File: src/hw/rtl/ssr_pkg.sv
package ssr_pkg;

  localparam int WindowBytesDef = 8;
  localparam int ReplBytesDef   = 8;

  typedef enum logic [1:0] {
    CFG_PATTERN_BYTES  = 2'd0,
    CFG_PATTERN_LENGTH = 2'd1,
    CFG_REPL_BYTES     = 2'd2,
    CFG_REPL_LENGTH    = 2'd3
  } cfg_idx_t;

  // attributes shared by every result of one burst
  typedef struct packed {
    logic byte_valid;
    logic end_of_stream;
  } ssr_flags_t;

endpackage

File: src/hw/rtl/stream_substring_replace_top.sv
// The first result of an input item is registered and appears in the cycle after that item is taken.
// Throughput: one input item per cycle while each item makes at most one result and
// out_stall is low; an item that makes several results holds the input while the burst
// register drains one result per cycle whenever out_stall is low.
// Reset (rst_n low, synchronous): window empty, no pending results, pattern
// length 1, replacement length 0, pattern and replacement bytes zero.
module stream_substring_replace_top #(
  parameter int WINDOW_BYTES      = ssr_pkg::WindowBytesDef,
  parameter int REPLACEMENT_BYTES = ssr_pkg::ReplBytesDef
) (
  input  logic        clk,
  input  logic        rst_n,
  input  logic        in_valid,
  output logic        in_stall,
  input  logic [7:0]  in_byte,
  input  logic        in_end_of_input,
  output logic        out_valid,
  input  logic        out_stall,
  output logic [7:0]  out_byte,
  output logic        out_byte_valid,
  output logic        out_end_of_stream,
  output logic        out_last_of_run,
  input  logic        cfg_we,
  input  logic [1:0]  cfg_index,
  input  logic [63:0] cfg_wdata
);

  localparam int W  = WINDOW_BYTES;
  localparam int BN = (WINDOW_BYTES > REPLACEMENT_BYTES) ? WINDOW_BYTES : REPLACEMENT_BYTES;
  localparam int FW = $clog2(W + 1);
  localparam int CW = $clog2(BN + 1);

  logic [63:0] pattern_r;
  logic [3:0]  plen_r;
  logic [63:0] repl_r;
  logic [3:0]  rlen_r;

  logic [7:0]    win_r   [W];
  logic [7:0]    win_nxt [W];
  logic [FW-1:0] fill_r;
  logic [FW-1:0] fill_nxt;

  logic [7:0]          burst [BN];
  logic [CW-1:0]       burst_cnt;
  ssr_pkg::ssr_flags_t burst_flags;
  logic                ready;
  logic                accept;

  assign in_stall = !ready;
  assign accept   = in_valid && ready;

  always_ff @(posedge clk) begin
    if (!rst_n) begin
      pattern_r <= '0;
      plen_r    <= 4'd1;
      repl_r    <= '0;
      rlen_r    <= '0;
    end else if (cfg_we) begin
      unique case (ssr_pkg::cfg_idx_t'(cfg_index))
        ssr_pkg::CFG_PATTERN_BYTES:  pattern_r <= cfg_wdata;
        ssr_pkg::CFG_PATTERN_LENGTH: plen_r    <= cfg_wdata[3:0];
        ssr_pkg::CFG_REPL_BYTES:     repl_r    <= cfg_wdata;
        ssr_pkg::CFG_REPL_LENGTH:    rlen_r    <= cfg_wdata[3:0];
        default: ;
      endcase
    end
  end

  always_ff @(posedge clk) begin
    if (!rst_n) begin
      fill_r <= '0;
    end else if (accept) begin
      fill_r <= fill_nxt;
    end
  end

  // window entries at or above the fill count are never read
  always_ff @(posedge clk) begin
    if (accept) begin
      win_r <= win_nxt;
    end
  end

  ssr_step #(
    .W  (W),
    .RB (REPLACEMENT_BYTES),
    .BN (BN)
  ) u_step (
    .win_i     (win_r),
    .fill_i    (fill_r),
    .byte_i    (in_byte),
    .end_i     (in_end_of_input),
    .pattern_i (pattern_r),
    .plen_i    (plen_r),
    .repl_i    (repl_r),
    .rlen_i    (rlen_r),
    .win_o     (win_nxt),
    .fill_o    (fill_nxt),
    .burst_o   (burst),
    .cnt_o     (burst_cnt),
    .flags_o   (burst_flags)
  );

  ssr_burst #(
    .BN (BN)
  ) u_burst (
    .clk               (clk),
    .rst_n             (rst_n),
    .load_i            (accept),
    .burst_i           (burst),
    .cnt_i             (burst_cnt),
    .flags_i           (burst_flags),
    .ready_o           (ready),
    .out_valid         (out_valid),
    .out_stall         (out_stall),
    .out_byte          (out_byte),
    .out_byte_valid    (out_byte_valid),
    .out_end_of_stream (out_end_of_stream),
    .out_last_of_run   (out_last_of_run)
  );

`ifndef SYNTH
  a_fill_bound: assert property (@(posedge clk) disable iff (!rst_n)
    fill_r <= FW'(W))
    else $error("window fill above window size");

  a_stall_pending: assert property (@(posedge clk) disable iff (!rst_n)
    in_stall |-> out_valid)
    else $error("input stalled with no pending result");

  a_end_flush: assert property (@(posedge clk) disable iff (!rst_n)
    (accept && in_end_of_input) |=> (fill_r == '0))
    else $error("window not flushed after end of input");

  a_bare_marker: assert property (@(posedge clk) disable iff (!rst_n)
    (out_valid && !out_byte_valid) |-> (out_end_of_stream && out_last_of_run))
    else $error("bare marker is not the final result");
`endif

endmodule

File: src/hw/rtl/ssr_step.sv
module ssr_step #(
  parameter int W  = ssr_pkg::WindowBytesDef,
  parameter int RB = ssr_pkg::ReplBytesDef,
  parameter int BN = ssr_pkg::WindowBytesDef,
  localparam int FW = $clog2(W + 1),
  localparam int CW = $clog2(BN + 1)
) (
  input  logic [7:0]         win_i [W],
  input  logic [FW-1:0]      fill_i,
  input  logic [7:0]         byte_i,
  input  logic               end_i,
  input  logic [63:0]        pattern_i,
  input  logic [3:0]         plen_i,
  input  logic [63:0]        repl_i,
  input  logic [3:0]         rlen_i,
  output logic [7:0]         win_o [W],
  output logic [FW-1:0]      fill_o,
  output logic [7:0]         burst_o [BN],
  output logic [CW-1:0]      cnt_o,
  output ssr_pkg::ssr_flags_t flags_o
);

  logic [FW-1:0] plen_eff;
  logic [CW-1:0] rlen_eff;
  logic [FW-1:0] fill0;
  logic [FW-1:0] fill1;
  logic [7:0]    wpush  [W];
  logic [7:0]    wshift [W];
  logic [7:0]    wpad   [BN];
  logic [7:0]    rpad   [BN];
  logic          match;
  logic          at_len;
  logic          over;
  logic          hit;

  assign plen_eff = (plen_i == 4'd0)    ? FW'(1) :
                    (plen_i > 4'(W))    ? FW'(W) : plen_i[FW-1:0];
  assign rlen_eff = (rlen_i > 4'(RB))   ? CW'(RB) : CW'(rlen_i);

  // a full window has always been drained by one before the next push
  assign fill0 = (fill_i >= FW'(W)) ? FW'(W - 1) : fill_i;
  assign fill1 = fill0 + FW'(1);

  always_comb begin
    for (int i = 0; i < W; i++) begin
      wpush[i] = (FW'(i) == fill0) ? byte_i : win_i[i];
    end
  end

  for (genvar g = 0; g < W; g++) begin : g_shift
    if (g + 1 < W) begin : g_mid
      assign wshift[g] = wpush[g+1];
    end else begin : g_top
      assign wshift[g] = wpush[g];
    end
  end

  for (genvar g = 0; g < BN; g++) begin : g_pad
    if (g < W) begin : g_win
      assign wpad[g] = wpush[g];
    end else begin : g_nowin
      assign wpad[g] = '0;
    end
    assign rpad[g] = repl_i[8*g +: 8];
  end

  always_comb begin
    match = 1'b1;
    for (int i = 0; i < W; i++) begin
      if (FW'(i) < plen_eff && wpush[i] != pattern_i[8*i +: 8]) begin
        match = 1'b0;
      end
    end
  end

  assign at_len = (fill1 == plen_eff);
  assign over   = (fill1 > plen_eff);
  assign hit    = at_len && match;

  always_comb begin
    win_o   = wpush;
    fill_o  = fill1;
    burst_o = wpad;
    cnt_o   = '0;
    flags_o = '{byte_valid: 1'b1, end_of_stream: 1'b0};

    if (hit) begin
      fill_o  = '0;
      burst_o = rpad;
      cnt_o   = rlen_eff;
    end else if (at_len || over) begin
      win_o  = wshift;
      fill_o = fill1 - FW'(1);
      cnt_o  = CW'(1);
    end

    if (end_i) begin
      fill_o = '0;
      flags_o.end_of_stream = 1'b1;
      if (hit) begin
        if (rlen_eff == '0) begin
          // match with empty replacement: lone end marker
          cnt_o              = CW'(1);
          flags_o.byte_valid = 1'b0;
          for (int i = 0; i < BN; i++) begin
            burst_o[i] = '0;
          end
        end
      end else begin
        // oldest byte (if dropped) plus the rest of the window, in order
        burst_o = wpad;
        cnt_o   = CW'(fill1);
      end
    end
  end

endmodule

File: src/hw/rtl/ssr_burst.sv
module ssr_burst #(
  parameter int BN = ssr_pkg::WindowBytesDef,
  localparam int CW = $clog2(BN + 1)
) (
  input  logic                clk,
  input  logic                rst_n,
  input  logic                load_i,
  input  logic [7:0]          burst_i [BN],
  input  logic [CW-1:0]       cnt_i,
  input  ssr_pkg::ssr_flags_t flags_i,
  output logic                ready_o,
  output logic                out_valid,
  input  logic                out_stall,
  output logic [7:0]          out_byte,
  output logic                out_byte_valid,
  output logic                out_end_of_stream,
  output logic                out_last_of_run
);

  logic [7:0]          buf_r [BN];
  logic [CW-1:0]       cnt_r;
  ssr_pkg::ssr_flags_t flags_r;
  logic                pop;
  logic                last;

  assign out_valid = (cnt_r != '0);
  assign pop       = out_valid && !out_stall;
  assign last      = (cnt_r == CW'(1));
  // take a new burst once the current one is gone or leaves this cycle
  assign ready_o   = (cnt_r == '0) || (last && !out_stall);

  always_ff @(posedge clk) begin
    if (!rst_n) begin
      cnt_r <= '0;
    end else if (load_i) begin
      cnt_r <= cnt_i;
    end else if (pop) begin
      cnt_r <= cnt_r - CW'(1);
    end
  end

  always_ff @(posedge clk) begin
    if (load_i) begin
      buf_r   <= burst_i;
      flags_r <= flags_i;
    end else if (pop) begin
      for (int i = 0; i < BN - 1; i++) begin
        buf_r[i] <= buf_r[i+1];
      end
    end
  end

  assign out_byte          = buf_r[0];
  assign out_byte_valid    = flags_r.byte_valid;
  assign out_end_of_stream = flags_r.end_of_stream && last;
  assign out_last_of_run   = last;

endmodule
File: config.mk
export PLATFORM = sky130hd
export DESIGN_NAME = stream_substring_replace_top
export DESIGN_NICKNAME = d
export VERILOG_FILES = /design/src/hw/rtl/ssr_pkg.sv /design/src/hw/rtl/stream_substring_replace_top.sv /design/src/hw/rtl/ssr_step.sv /design/src/hw/rtl/ssr_burst.sv
export SDC_FILE = /design/constraint.sdc
export NUM_CORES = 1
export LEC_CHECK = 0
export BUFFER_PORTS_ARGS = -buffer_cell sky130_fd_sc_hd__buf_2
export CORE_ASPECT_RATIO = 0.75
export CORE_MARGIN = 10
export CORE_UTILIZATION = 45
export CTS_BUF_LIST = sky130_fd_sc_hd__clkbuf_8 sky130_fd_sc_hd__clkbuf_16
export DETAILED_ROUTE_END_ITERATION = 8
export SKIP_CTS_REPAIR_TIMING = 1
export SLEW_MARGIN = 20
export SYNTH_ARGS = -nofsm -noshare
export SYNTH_HDL_FRONTEND = slang
export SYNTH_SLANG_ARGS = --single-unit
export TNS_END_PERCENT = 20
File: constraint.sdc
create_clock -name clk -period 5.55 [get_ports clk]
set_clock_uncertainty 0.15 [all_clocks]
set_input_delay 0.2775 -clock clk [delete_from_list [all_inputs] [get_ports clk]]
set_output_delay 0.2775 -clock clk [all_outputs]
set_load 0.02 [all_outputs]
# ---- After elaboration in Yosys (flattened, before gate mapping)
# Cells that the tools add are included.
# W data, S select, Z words.
dict set report classes {
  mux 40
  reduce_logical 29
  eq_ne 20
  n_lt_le_gt_ge 12
  addsub 3
}
# cell n
set ops {}
lappend ops {{$mux W64} 6}
lappend ops {{$mux W56} 2}
lappend ops {{$mux W8} 8}
lappend ops {{$ne A8 B8 Y1} 8}
lappend ops {{$mux W4} 13}
lappend ops {{$eq A3 B4 Y1 const A} 4}
lappend ops {{$logic_not A4 Y1} 4}
lappend ops {{$lt A3 B4 Y1 const A} 4}
lappend ops {{$logic_and A1 B1 Y1} 13}
lappend ops {{$mux W1} 11}
lappend ops {{$reduce_and A2 Y1} 5}
lappend ops {{$eq A2 B4 Y1 const A} 2}
lappend ops {{$gt A4 B4 Y1 const B} 2}
lappend ops {{$lt A1 B4 Y1 const A} 2}
lappend ops {{$lt A2 B4 Y1 const A} 2}
lappend ops {{$sub A4 B1 Y4 const B} 2}
lappend ops {{$add A4 B1 Y4 const B} 1}
lappend ops {{$eq A1 B4 Y1 const A} 1}
lappend ops {{$eq A2 B2 Y1 const B} 2}
lappend ops {{$eq A4 B1 Y1 const B} 1}
lappend ops {{$eq A4 B4 Y1} 1}
lappend ops {{$ge A4 B4 Y1 const B} 1}
lappend ops {{$gt A4 B4 Y1} 1}
lappend ops {{$reduce_bool A4 Y1} 1}
lappend ops {{5 further kinds} 7}
dict set report word_totals {
  output_inout_bits 13
  word_cells 128
  in_bits 80
  reg_bits 274
}

# ---- Longest topological paths before layout
dict set report depth {
  ltp_word 20
  mapped_depth 17
  mapped_depth_nobuf 14
}

# ---- Modules after synthesis
# Synthesis repeated with hierarchy kept, for this count alone.
dict set report hier_totals {
  cells_unflattened 1463
  area_unflattened_um2 14916.8
}
# mod area_per_inst_um2 cells_per_inst instances
set by_module_without_submodules {}
lappend by_module_without_submodules {stream_substring_replace_top 7330.8 596 1}
lappend by_module_without_submodules {ssr_step 4583.1 692 1}
lappend by_module_without_submodules {ssr_burst 3002.9 175 1}

# ---- Worst setup path before layout
# No wires, ideal clock.
dict set report synth_path {
  kind {register -> register}
  from {reg fill_r[3]}
  to {reg u_burst.buf_r[44] (netlist name), data pin}
  path_slack_ns 1.544
  path_stages_with_launch 18
  setup_ns 0.266
  arrival_time_ns 3.589
  path_buffers 4
  period_less_slack_ns 4.006
  path_cell_list {dfxtp_1 > buf_2 > nor2_1 > inv_1 > ha_1 > nor3b_1 > buf_6 > mux2i_4 > xor2_1 > o221ai_1 > or4_1 > o41ai_2 > and4_1 > buf_4 > buf_2 > nor2_1 > a31oi_1 > o21ai_1}
}
dict set report synth_via {
  elab_chain_cells 20
}
# element line_no
set synth_lines {}
lappend synth_lines {{start: declaration} stream_substring_replace_top.sv:40} ;# logic [FW-1:0] fill_r;
lappend synth_lines {{start signal: assignment} stream_substring_replace_top.sv:73} ;# fill_r <= fill_nxt;
lappend synth_lines {{$ge A4 B4 Y1} ssr_step.sv:41} ;# assign fill0 = (fill_i >= FW'(W)) ? FW'(W - 1) : fill_i;
lappend synth_lines {{$mux W4 (*)} ssr_step.sv:41}
lappend synth_lines {{$logic_not A4 Y1} ssr_step.sv:46} ;# wpush[i] = (FW'(i) == fill0) ? byte_i : win_i[i];
lappend synth_lines {{$mux W8} ssr_step.sv:46}
lappend synth_lines {{$ne A8 B8 Y1} ssr_step.sv:70} ;# if (FW'(i) < plen_eff && wpush[i] != pattern_i[8*i +: 8]) begin
lappend synth_lines {{$logic_and A1 B1 Y1} ssr_step.sv:70}
lappend synth_lines {{$mux W1 (8 in a row)} ssr_step.sv:70}
lappend synth_lines {{$logic_and A1 B1 Y1} ssr_step.sv:78} ;# assign hit = at_len && match;
lappend synth_lines {{$mux W64} ssr_step.sv:87} ;# if (hit) begin
lappend synth_lines {{$mux W64} ssr_step.sv:101} ;# if (rlen_eff == '0) begin
lappend synth_lines {{$mux W64} ssr_step.sv:100} ;# if (hit) begin
lappend synth_lines {{$mux W64 (*)} ssr_step.sv:97} ;# if (end_i) begin
lappend synth_lines {{$mux W56 (*)} ssr_burst.sv:43} ;# if (load_i) begin
lappend synth_lines {{end signal: assignment} ssr_burst.sv:44} ;# buf_r <= burst_i;
lappend synth_lines {{end signal: indexed assignment} ssr_burst.sv:48} ;# buf_r[i] <= buf_r[i+1];
lappend synth_lines {{end: declaration} ssr_burst.sv:20} ;# logic [7:0] buf_r [BN];
# Mark *: on every way between the ends. The rest lies on a longest branch, timed or not.
# A chain may end at the register's enable or synchronous reset.

# ---- Worst setup path in the final report
dict set report layout_path {
  from {reg fill_r[3]}
  to {reg u_burst.buf_r[42] (netlist name), data pin}
}
# The elaborated chain is that of the path after synthesis.

==> metrics.cfg <==
[route]
post_drt_wl_per_cell_microns = 20.44
wl_microns = 41080
first_pass_iters = 5
drtAntennaViolNets = 0
via_per_inst = 5.603
drc = 0
drt_iter0_drc = 1086
vias = 11260

[global_routing]
grt_max_degree = 82
grt_use_total_pct = 20.82
antenna_found_initial = 0
grt_pass1_vias = 10680
grt_pass1_wl_microns = 63060
grt-ovfl-total = 0

[yosys]
synth_nets = 1572
netlist_top_cells_count = nand2_1 (337), dfxtp_1 (144), edfxtp_1 (130)
synth_top_area_cell = edfxtp_1
syn_avg_cell_area_sq_um = 9.286
yosys.cell_types.count = 61
syn-cell-area_sq_mm = 0.01375
ys_seq_area_share_pct = 49.35
synthCells = 1481
ys.flop_type = dfxtp_1
synth_edf_count = 130
yosys-top-cells-area = edfxtp_1 (28%), dfxtp_1 (21%), nand2_1 (9.2%), mux2i_1 (8.7%), a21boi_0 (7.0%)
yosysWarningCount = 0
ys_ff_latch = 274
synth.top_cell.area_share_pct = 28.39
synth.most_common_cell = nand2_1
synthArstFlopShare_pct = 0

[place]
portBuffers = 92
place_congestion = 0.8849
hpwl_microns = 27010

[sta]
holdWs_ns = 0.01096
rsz0062_at_grt = false
tightest_slew_ns = 1.109
min_period_over_period_pct = 95.54
hold_viol_final = 0
clock.fmax_mhz = 188.6
setup_viol = 0
slew_headroom_pct = 25.74
min_period_ns = 5.302
totalNegativeSetupSlack_ns = 0
drv_slew = 0

[outcome]
status = complete, no violations

[die]
die_area_sq_mm = 0.03802
coreArea_sq_mm = 0.03014
initial_core_util_pct = 45.62
die_x_microns = 221.9
die_h_microns = 171.4
ios = 93
row_count = 55

[final_layout]
area.sequential_sq_mm = 0.006787
area_delta_synth_final_pct = 17.44
layout-drive-gt1-share_pct = 12.10
nFillCells = 2749
diodes = 0
nNetsFinal = 1680
multi_input_area_sq_mm = 0.006336

[clock_network]
cts_tree = built
clockBufferDepth = 3
clkTransAtPathRegs_ns = 0.06
clk_latency_ns = 0.56
htree_num_levels = 1
cts_buffers = 28
cts.sinks = 274
cts_root_buf = clkbuf_16

[critical_path]
r2r_end = u_burst.buf_r[42]
path_class = flop to flop
r2r-start = fill_r[3]
startpoint = fill_r[3]
worstRegToRegCells = 14
cp_data_required_time_ns = 5.69
rrSetupSlack_ns = 0.25
startpoint_type = flop
crit_arrival_ns = 5.44
setup.worst_path.end_class = flop
path_max_fanout = 25
endpoint = u_burst.buf_r[42]

[power_and_ir_drop]
leakagePower_nw = 6.354
vdd_ir_drop_max_v = 0.0002192
powerDensity_mw_per_mm2 = 426.3

[worst_hold_path]
hold_path_class = primary input to flop

[run]
drv_cap = 0

==> flip-flops by register name (all words and copies together) (netlist names) <==
| name | flops |
|---|---|
| repl_r | 64 |
| pattern_r | 64 |
| u_burst.flags_r | 1 |
| u_burst.out_byte | 8 |
| u_burst.out_byte_valid | 1 |
| win_r | 64 |
| u_burst.buf_r | 56 |
| fill_r | 4 |
| rlen_r | 4 |
| u_burst.cnt_r | 4 |
| plen_r | 4 |
==> how the worst min path moves through the flow <==
stage | start | to | slack [ns] | depth (start not counted)
finish | rst_n | plen_r[0] | 0.01 | 2
global route | rst_n | plen_r[0] | 0.04 | 2
CTS | cfg_wdata[42] | repl_r[42] | -0.19 | 3
detailed placement | repl_r[62] | repl_r[62] | 0.31 | 2
global placement | repl_r[1] | repl_r[1] | 0.31 | 2
floorplan | in_end_of_input | u_burst.flags_r[0] | 0.23 | 0
==> metrics by stage <==
stage,util (%),total power [mW],cells,cell area (sq um),worst slack [ns]
3_3_place_gp,48.34,4.961,1893,14570,0.6044
2_1_floorplan,-,4.341,1481,13750,1.544
6_report,53.58,6.885,2010,16150,0.2477
4_1_cts,51.42,6.879,1945,15500,0.3403
3_5_place_dp,48.36,5.009,1893,14580,0.4029
5_1_grt,53.58,7.231,2010,16150,0.004952
==> layout by cell type, fill, tap and decap left out, drive strengths merged, types with 4 or more instances in the layout <==
cell,synthesis,layout
a21boi,129,129
a21o,4,4
a21oi,20,20
a31oi,57,57
and2,4,4
buf,37,127
clkbuf,77,38
clkinv,0,7
dfxtp,144,144
dlygate4sd3,0,65
edfxtp,130,130
ha,11,11
inv,50,55
mux2i,124,124
nand2,337,337
nand2b,11,11
nand3,13,13
nand3b,4,4
nand4,4,4
nor2,84,84
nor2b,13,13
nor3,13,13
nor3b,5,5
nor4,6,6
o2111ai,5,5
o21ai,78,78
o22ai,33,33
or2,4,4
xnor2,23,23
xor2,20,20
==> worst max-delay path, stage by stage (launching register included) <==
cell and delay (ns):
dfxtp_1 0.31, buf_4 0.18, nor2_1 0.30, ha_1 0.25, nor3b_2 0.90, mux2i_4 0.41, xor2_1 0.17, o221ai_1 0.12
or4_1 0.60, a32oi_1 0.42, and4_4 0.52, buf_4 0.32, nor2_1 0.07, a31oi_1 0.18, o21ai_1 0.11
==> where the power goes <==
group,switching (mW),internal (mW)
Sequential,0.213,2.84
Clock,0.805,1.08
Combinational,1.28,0.663
Total,2.30,4.58
==> layout make-up <==
type,instances,area share [%]
Clock buffer,38,5.330
Clock inverter,14,0.3951
Timing Repair Buffer,192,8.754
Inverter,50,1.178
Sequential cell,274,42.02
Multi-Input combinational cell,1043,39.23
Tap cell,399,3.091
==> routing by layer <==
metal / track usage (%) / share of wire [%] / up-vias
li1: - / - / 5398
met1: 29.24 / 47 / 5414
met2: 32.46 / 44 / 374
met3: 3.256 / 6.0 / 77
met4: 6.167 / 2.9 / 0
met5: 0 / 0 / -
==> cells by family (layout without fill, tap and decap cells) <==
family | after synthesis | count (layout) | synth area share [%]
mux | 125 | 125 | 9.280
compound gates | 352 | 352 | 16.93
xor+xnor | 43 | 43 | 2.739
fa+ha+maj | 11 | 11 | 1.001
buf+inv | 164 | 294 | 5.068
flops | 274 | 274 | 49.35
simple gates | 512 | 512 | 15.63
Power figures use the tool's default switching activity.
